File: src/rtl/core/gwwb_pkg.sv
// Package with the widths, constants and sequencer states of the gray-world white balance block.
package gwwb_pkg;

  // Channel value, running sum and derived widths.
  localparam int PIX_W   = 8;
  localparam int SUM_W   = 28;
  localparam int TOT_W   = SUM_W + 2;          // sum of three channel sums
  localparam int NUM_W   = PIX_W + TOT_W;      // pixel value times total
  localparam int DEN_W   = SUM_W + 2;          // three times one channel sum
  localparam int QBITS   = 10;                 // quotient bits; the top one flags saturation
  localparam int UNIT_W  = DEN_W + QBITS - 1;  // width of the shared compare and subtract unit
  localparam int STEP_W  = 4;
  localparam int CH_W    = 2;

  localparam logic [STEP_W-1:0] LAST_STEP    = STEP_W'(QBITS - 1);
  localparam logic [CH_W-1:0]   LAST_CHANNEL = CH_W'(2);
  localparam logic [PIX_W-1:0]  PIX_MAX      = '1;

  // Input mode codes.
  localparam logic MODE_GATHER = 1'b0;
  localparam logic MODE_APPLY  = 1'b1;

  // Sequencer states.
  typedef enum logic [2:0] {
    ST_IDLE,
    ST_TOTAL,
    ST_MUL,
    ST_DIV,
    ST_RND,
    ST_DONE
  } state_t;

endpackage

File: src/rtl/core/gray_world_white_balance_top.sv
// Top level of the gray-world white balance block with its sequencer and shared divider unit.
//
// Usage: pixels arrive on the input channel (in_valid / in_stall) with a mode bit.
// A gather transaction (mode 0) adds the pixel into three saturating running sums
// in the cycle it is accepted and produces no result; with frame_end set, the
// updated sums are latched as frame sums and the running sums are cleared.
// An apply transaction (mode 1) produces one balanced pixel on the output channel
// (out_valid / out_stall). The three frame sums are added first. Each channel then
// goes through a multiply step, ten restoring division steps on one shared
// 39-bit compare and subtract unit, and a rounding step on the same unit. The
// result register is loaded after the last channel, and only then is the next
// pixel accepted. Gather pixels are taken one per cycle while no apply pixel is
// under work.
// The result register lets a new transaction be accepted while a result still
// waits; a finished apply result holds the sequencer until the output register
// is free. Reset (rst, synchronous) clears all sums and drops out_valid.
module gray_world_white_balance_top
  import gwwb_pkg::*;
(
  input  logic             clk,
  input  logic             rst,
  input  logic             in_valid,
  output logic             in_stall,
  input  logic             mode,
  input  logic [PIX_W-1:0] pixel_blue,
  input  logic [PIX_W-1:0] pixel_green,
  input  logic [PIX_W-1:0] pixel_red,
  input  logic             frame_end,
  output logic             out_valid,
  input  logic             out_stall,
  output logic [PIX_W-1:0] balanced_blue,
  output logic [PIX_W-1:0] balanced_green,
  output logic [PIX_W-1:0] balanced_red
);

  state_t state, state_next;

  // Statistics.
  logic [SUM_W-1:0] run_b, run_g, run_r;
  logic [SUM_W-1:0] frm_b, frm_g, frm_r;

  // Working registers for one apply pixel.
  logic [PIX_W-1:0]  px_b, px_g, px_r;
  logic [TOT_W-1:0]  total;
  logic [CH_W-1:0]   ch;
  logic [STEP_W-1:0] step;
  logic [NUM_W-1:0]  rem;
  logic [UNIT_W-1:0] dsh;
  logic [DEN_W-1:0]  den;
  logic              den_zero;
  logic [QBITS-1:0]  quo;
  logic [PIX_W-1:0]  res_b, res_g, res_r;

  logic in_acc, out_free;
  logic [SUM_W:0] add_b, add_g, add_r;
  logic [SUM_W-1:0] sat_b, sat_g, sat_r;
  logic [PIX_W-1:0] cur_px;
  logic [SUM_W-1:0] cur_sum;
  logic [UNIT_W-1:0] unit_a, unit_b, unit_diff;
  logic unit_ge, unit_eq;
  logic round_up;
  logic [QBITS-1:0] quo_rnd;
  logic [PIX_W-1:0] ch_res;

  assign in_acc   = in_valid && !in_stall;
  assign out_free = !out_valid || !out_stall;

  // Saturating adds of the incoming pixel into the running sums.
  always_comb begin
    add_b = {1'b0, run_b} + (SUM_W+1)'(pixel_blue);
    add_g = {1'b0, run_g} + (SUM_W+1)'(pixel_green);
    add_r = {1'b0, run_r} + (SUM_W+1)'(pixel_red);
    sat_b = add_b[SUM_W] ? '1 : add_b[SUM_W-1:0];
    sat_g = add_g[SUM_W] ? '1 : add_g[SUM_W-1:0];
    sat_r = add_r[SUM_W] ? '1 : add_r[SUM_W-1:0];
  end

  // Pixel value and frame sum of the channel under work.
  always_comb begin
    case (ch)
      2'd0: begin
        cur_px  = px_b;
        cur_sum = frm_b;
      end
      2'd1: begin
        cur_px  = px_g;
        cur_sum = frm_g;
      end
      default: begin
        cur_px  = px_r;
        cur_sum = frm_r;
      end
    endcase
  end

  // Next state of the sequencer.
  always_comb begin
    state_next = state;
    case (state)
      ST_IDLE:  if (in_acc && mode == MODE_APPLY) state_next = ST_TOTAL;
      ST_TOTAL: state_next = ST_MUL;
      ST_MUL:   state_next = ST_DIV;
      ST_DIV:   if (step == '0) state_next = ST_RND;
      ST_RND:   state_next = (ch == LAST_CHANNEL) ? ST_DONE : ST_MUL;
      ST_DONE:  if (out_free) state_next = ST_IDLE;
      default:  state_next = ST_IDLE;
    endcase
  end

  // Operand selection for the shared unit and the handshake output.
  always_comb begin
    in_stall = (state != ST_IDLE);
    case (state)
      ST_RND: begin
        unit_a = UNIT_W'({rem[DEN_W-1:0], 1'b0});
        unit_b = UNIT_W'(den);
      end
      default: begin
        unit_a = UNIT_W'(rem);
        unit_b = dsh;
      end
    endcase
  end

  // Shared compare and subtract unit.
  assign unit_diff = unit_a - unit_b;
  assign unit_ge   = (unit_a >= unit_b);
  assign unit_eq   = (unit_a == unit_b);

  // Rounding, half to even, and saturation of one channel.
  always_comb begin
    round_up = (unit_ge && !unit_eq) || (unit_eq && quo[0]);
    quo_rnd  = {1'b0, quo[QBITS-2:0]} + QBITS'(round_up);
    if (den_zero) begin
      ch_res = '0;
    end else if (quo[QBITS-1] || quo_rnd > QBITS'(PIX_MAX)) begin
      ch_res = PIX_MAX;
    end else begin
      ch_res = quo_rnd[PIX_W-1:0];
    end
  end

  // Control registers.
  always_ff @(posedge clk) begin
    if (rst) begin
      state     <= ST_IDLE;
      out_valid <= 1'b0;
      run_b     <= '0;
      run_g     <= '0;
      run_r     <= '0;
      frm_b     <= '0;
      frm_g     <= '0;
      frm_r     <= '0;
    end else begin
      state <= state_next;
      if (state == ST_DONE && out_free) begin
        out_valid <= 1'b1;
      end else if (!out_stall) begin
        out_valid <= 1'b0;
      end
      if (in_acc && mode == MODE_GATHER) begin
        if (frame_end) begin
          frm_b <= sat_b;
          frm_g <= sat_g;
          frm_r <= sat_r;
          run_b <= '0;
          run_g <= '0;
          run_r <= '0;
        end else begin
          run_b <= sat_b;
          run_g <= sat_g;
          run_r <= sat_r;
        end
      end
    end
  end

  // Datapath registers of the division sequence and the result register.
  always_ff @(posedge clk) begin
    case (state)
      ST_IDLE: begin
        px_b <= pixel_blue;
        px_g <= pixel_green;
        px_r <= pixel_red;
        ch   <= '0;
      end
      ST_TOTAL: begin
        total <= TOT_W'(frm_b) + TOT_W'(frm_g) + TOT_W'(frm_r);
      end
      ST_MUL: begin
        rem      <= NUM_W'(cur_px) * NUM_W'(total);
        den      <= DEN_W'(cur_sum) + DEN_W'({cur_sum, 1'b0});
        dsh      <= {DEN_W'(cur_sum) + DEN_W'({cur_sum, 1'b0}), (QBITS-1)'(0)};
        den_zero <= (cur_sum == '0);
        quo      <= '0;
        step     <= LAST_STEP;
      end
      ST_DIV: begin
        if (unit_ge) rem <= unit_diff[NUM_W-1:0];
        quo  <= {quo[QBITS-2:0], unit_ge};
        dsh  <= dsh >> 1;
        step <= step - STEP_W'(1);
      end
      ST_RND: begin
        case (ch)
          2'd0:    res_b <= ch_res;
          2'd1:    res_g <= ch_res;
          default: res_r <= ch_res;
        endcase
        ch <= ch + CH_W'(1);
      end
      ST_DONE: begin
        if (out_free) begin
          balanced_blue  <= res_b;
          balanced_green <= res_g;
          balanced_red   <= res_r;
        end
      end
      default: begin
        ch <= '0;
      end
    endcase
  end

endmodule

File: config.mk
export PLATFORM = sky130hd
export DESIGN_NAME = gray_world_white_balance_top
export DESIGN_NICKNAME = d
export VERILOG_FILES = /design/src/rtl/core/gwwb_pkg.sv /design/src/rtl/core/gray_world_white_balance_top.sv
export SDC_FILE = /design/constraint.sdc
export NUM_CORES = 2
export LEC_CHECK = 0
export ABC_AREA = 1
export BUFFER_PORTS_ARGS = -buffer_cell sky130_fd_sc_hd__buf_4
export CAP_MARGIN = 10
export CORE_MARGIN = 2
export CORE_UTILIZATION = 58
export CTS_CLUSTER_SIZE = 12
export DETAILED_ROUTE_END_ITERATION = 10
export GPL_ROUTABILITY_DRIVEN = 0
export GPL_TIMING_DRIVEN = 1
export PLACE_DENSITY = 0.74
export SETUP_SLACK_MARGIN = 0.5
export SYNTH_ARGS = -nofsm -noshare
export SYNTH_HDL_FRONTEND = slang
export SYNTH_SLANG_ARGS = --single-unit
File: constraint.sdc
create_clock -name clk -period 14.4 [get_ports clk]
set_input_delay 0 -clock clk [delete_from_list [all_inputs] [get_ports clk]]
set_output_delay 0 -clock clk [all_outputs]
set_load 0.01 [all_outputs]
==> reports/qor.csv <==
metric,value,unit
count of final setup violators,0,
detailed-route DRC error count,0,
status,"complete, no violations",
Netlist cell types,55,
final setup skew,0.0200,ns
number of sinks on the clock net,398,
transition time at the pin with the least slew margin,1.11,ns
warnings from Yosys,0,
time the worst path needs with I/O delays and setup,6.33,ns
pin count of the biggest net entering global routing,85,
fin util,63.4,%
root cell of the clock tree,sky130_fd_sc_hd__clkbuf_16,
critical path data required time,14.73,ns
RSZ-0062 raised after global routing,no,
via count of the first global-routing pass,29900,
layout cell share with drive strength beyond 1,5.60,%
f_max,0.158,GHz
IO Port Bufs,55,
violation count after the first detailed-routing iteration,2813,
Detailed Route WL,101000,µm
share of flip-flops with an asynchronous set or reset,0,%
net count of the finished layout,5265,
all-layer global routing usage,33.0,%
total congestion overflow,0,
Worst setup EP type,flop,
IO Count,56,
level count of the clock H-tree,2,
pins over their slew limit,0,
"EDFF count, synth",226,
post-cts resize count,0,
Die ar.,61700,µm²
area grow syn2layout,8.17,%
Detailed Place HPWL,78700,µm
wire length of the first global-routing pass,159000,µm
drt first pass iters,7,
Core Rows,89,
leading register cell type out of synthesis,sky130_fd_sc_hd__edfxtp_1,
Worst setup SP type,flop,
instance count after placement with tap cells included,5533,
number of nets in the synthesized netlist,5229,
"number of standard cells in the layout, taps in and fillers out",5648,
total core area,59000,µm²
Longest Clk Path Bufs,3,
share of the clock period used by the worst path,43.9,%
post-route setup slack,8.07,ns
"critical path fanouts, max",17,
via count,31500,
Hold Crit Class,in2reg,
routed length per instance,17.8,µm
pre-CTS setup slack,8.17,ns
Die Width,248,µm
clock transition time at the flip-flop clock pins of the worst setup and hold paths,0.06,ns
final hold violation count,0,
post-synthesis cell count,4801,
type of the worst setup path,reg2reg,
total clock buffers created by CTS,46,
mean post-synth cell area,7.21,µm²
Slew HR,26.2,%
data arrival time at the worst-slack endpoint,6.66,ns
number of max-capacitance violations reported,0,
post-detailed-route count of antenna-violating nets,0,
initial antenna violation count,3,
clock network latency to the later pin of the worst-skew pair,0.59,ns
post-synthesis cell area,34600,µm²
Die Y-Extent,248,µm
CTS tree,yes,
initial core utilization,58.7,%
Total Negative Setup Slacks,0,ns
number of synthesized register bits,398,
share of the yosys chip area belonging to registers,29.6,%
via/cell ratio,5.57,
## cells in the mapped netlist, types with 58 or more instances
| cell | count | area [µm²] |
|---|---|---|
| sky130_fd_sc_hd__inv_1 | 836 | 3140 |
| sky130_fd_sc_hd__ha_1 | 196 | 2450 |
| sky130_fd_sc_hd__a21oi_1 | 324 | 1620 |
| sky130_fd_sc_hd__o21ai_0 | 193 | 966 |
| sky130_fd_sc_hd__o21ai_1 | 64 | 320 |
| sky130_fd_sc_hd__dfxtp_1 | 172 | 3440 |
| sky130_fd_sc_hd__nand3_1 | 264 | 1320 |
| sky130_fd_sc_hd__clkbuf_1 | 58 | 218 |
| sky130_fd_sc_hd__fa_1 | 202 | 4040 |
| sky130_fd_sc_hd__nor2_1 | 505 | 1900 |
| sky130_fd_sc_hd__nand2_1 | 1253 | 4700 |
| sky130_fd_sc_hd__edfxtp_1 | 226 | 6790 |
## cell usage in the layout, fill, tap and decap left out, types with 29 or more instances in the layout
master                          synthesis  routed
sky130_fd_sc_hd__clkbuf_16              0      47
sky130_fd_sc_hd__a21oi_1              324     323
sky130_fd_sc_hd__o21ai_1               64      64
sky130_fd_sc_hd__nand4_1               45      45
sky130_fd_sc_hd__dlygate4sd3_1          0      29
sky130_fd_sc_hd__nand3b_1              36      36
sky130_fd_sc_hd__buf_4                  9      81
sky130_fd_sc_hd__nor2_1               505     502
sky130_fd_sc_hd__edfxtp_1             226     226
sky130_fd_sc_hd__inv_1                836     836
sky130_fd_sc_hd__nand3_1              264     264
sky130_fd_sc_hd__nor3_1                41      41
sky130_fd_sc_hd__o21ai_0              193     193
sky130_fd_sc_hd__o21bai_1              35      35
sky130_fd_sc_hd__xor2_1                52      52
sky130_fd_sc_hd__dfxtp_1              172     172
sky130_fd_sc_hd__fa_1                 202     202
sky130_fd_sc_hd__nand2_1             1253    1252
sky130_fd_sc_hd__ha_1                 196     196
sky130_fd_sc_hd__nand3_2               36      36
## flip-flops by register name, indices dropped and copies added, names as in the netlist, 10 cells and up
name   count
frm_b     28
frm_r     28
run_r     28
den       30
run_g     28
quo       10
total     30
run_b     28
frm_g     28
rem       38
dsh       39
## per-layer routing
layer / share of wire (%) / up-vias / GRT usage, %
li1: - / 15300 / -
met1: 41 / 14600 / 42.5
met2: 47 / 1269 / 55.6
met3: 7.7 / 271 / 4.76
met4: 4.8 / 2 / 14.3
met5: 0.014 / - / 0
## worst max-delay path, stage by stage (launching register included)
cell,delay (ns)
sky130_fd_sc_hd__edfxtp_1,0.42
sky130_fd_sc_hd__inv_1,0.11
sky130_fd_sc_hd__ha_1,0.60
sky130_fd_sc_hd__nor2_4,0.20
sky130_fd_sc_hd__a21oi_2,0.73
sky130_fd_sc_hd__clkinv_1,0.76
sky130_fd_sc_hd__nand2_1,0.25
sky130_fd_sc_hd__fa_1,0.43
sky130_fd_sc_hd__inv_1,0.08
sky130_fd_sc_hd__fa_1,0.40
sky130_fd_sc_hd__inv_1,0.10
sky130_fd_sc_hd__fa_1,0.40
sky130_fd_sc_hd__inv_1,0.07
sky130_fd_sc_hd__ha_1,0.29
sky130_fd_sc_hd__nand2_1,0.12
sky130_fd_sc_hd__inv_1,0.06
sky130_fd_sc_hd__nand2_1,0.12
sky130_fd_sc_hd__inv_1,0.05
sky130_fd_sc_hd__a21oi_1,0.17
sky130_fd_sc_hd__nand3_1,0.21
sky130_fd_sc_hd__or2_2,0.33
sky130_fd_sc_hd__nand3_1,0.08
sky130_fd_sc_hd__o21ai_0,0.09
## cell families after synthesis
| logic type | Yosys count | synth area share (%) |
|---|---|---|
| fa+ha+maj | 398 | 18.8 |
| flops | 398 | 29.6 |
| buf+inv | 976 | 11.0 |
| mux | 6 | 0.173 |
| simple gates | 2262 | 27.9 |
| compound gates | 693 | 10.8 |
| xor+xnor | 68 | 1.72 |
## per-stage QoR
stage / area [µm²] / hold WS (ns)
floorplan: 34600 / 0.0989
global placement: 35600 / 0.196
detailed placement: 35600 / 0.194
CTS: 37400 / 0.00197
global route: 37400 / 0.0889
finish: 37400 / 0.0386
## area by class of cell
class,instances,area (µm²)
Tap cell,773,967
Clock inverter,22,249
Timing Repair Buffer,110,898
Sequential cell,398,10200
Clock buffer,63,1290
Fill cell,5372,21600
Multi-Input combinational cell,3427,20600
Antenna cell,1,2.50
Inverter,854,3210
## path summary, 6_finish.rpt
| kind | startpoint | to | slack (ns) | cells past startpoint |
|---|---|---|---|---|
| max | ch[0] | rem[21] | 8.07 | 22 |
| max reg2reg | ch[0] | rem[21] | 8.07 | 22 |
| min reg2reg | res_g[5] | balanced_green[5] | 0.42 | 0 |
| min | mode | state[0] | 0.04 | 4 |
## what timing repair did
item | 4_1_cts | 5_1_grt
setup endpoints to repair | 0 | 0
buffers inserted | 0 | 0
hold buffers | 29 | 0
endpoints found under the hold margin | 79 | 0
Power is not shown: default switching activity piles up to over one toggle a cycle in this logic, so the estimate is an artifact.
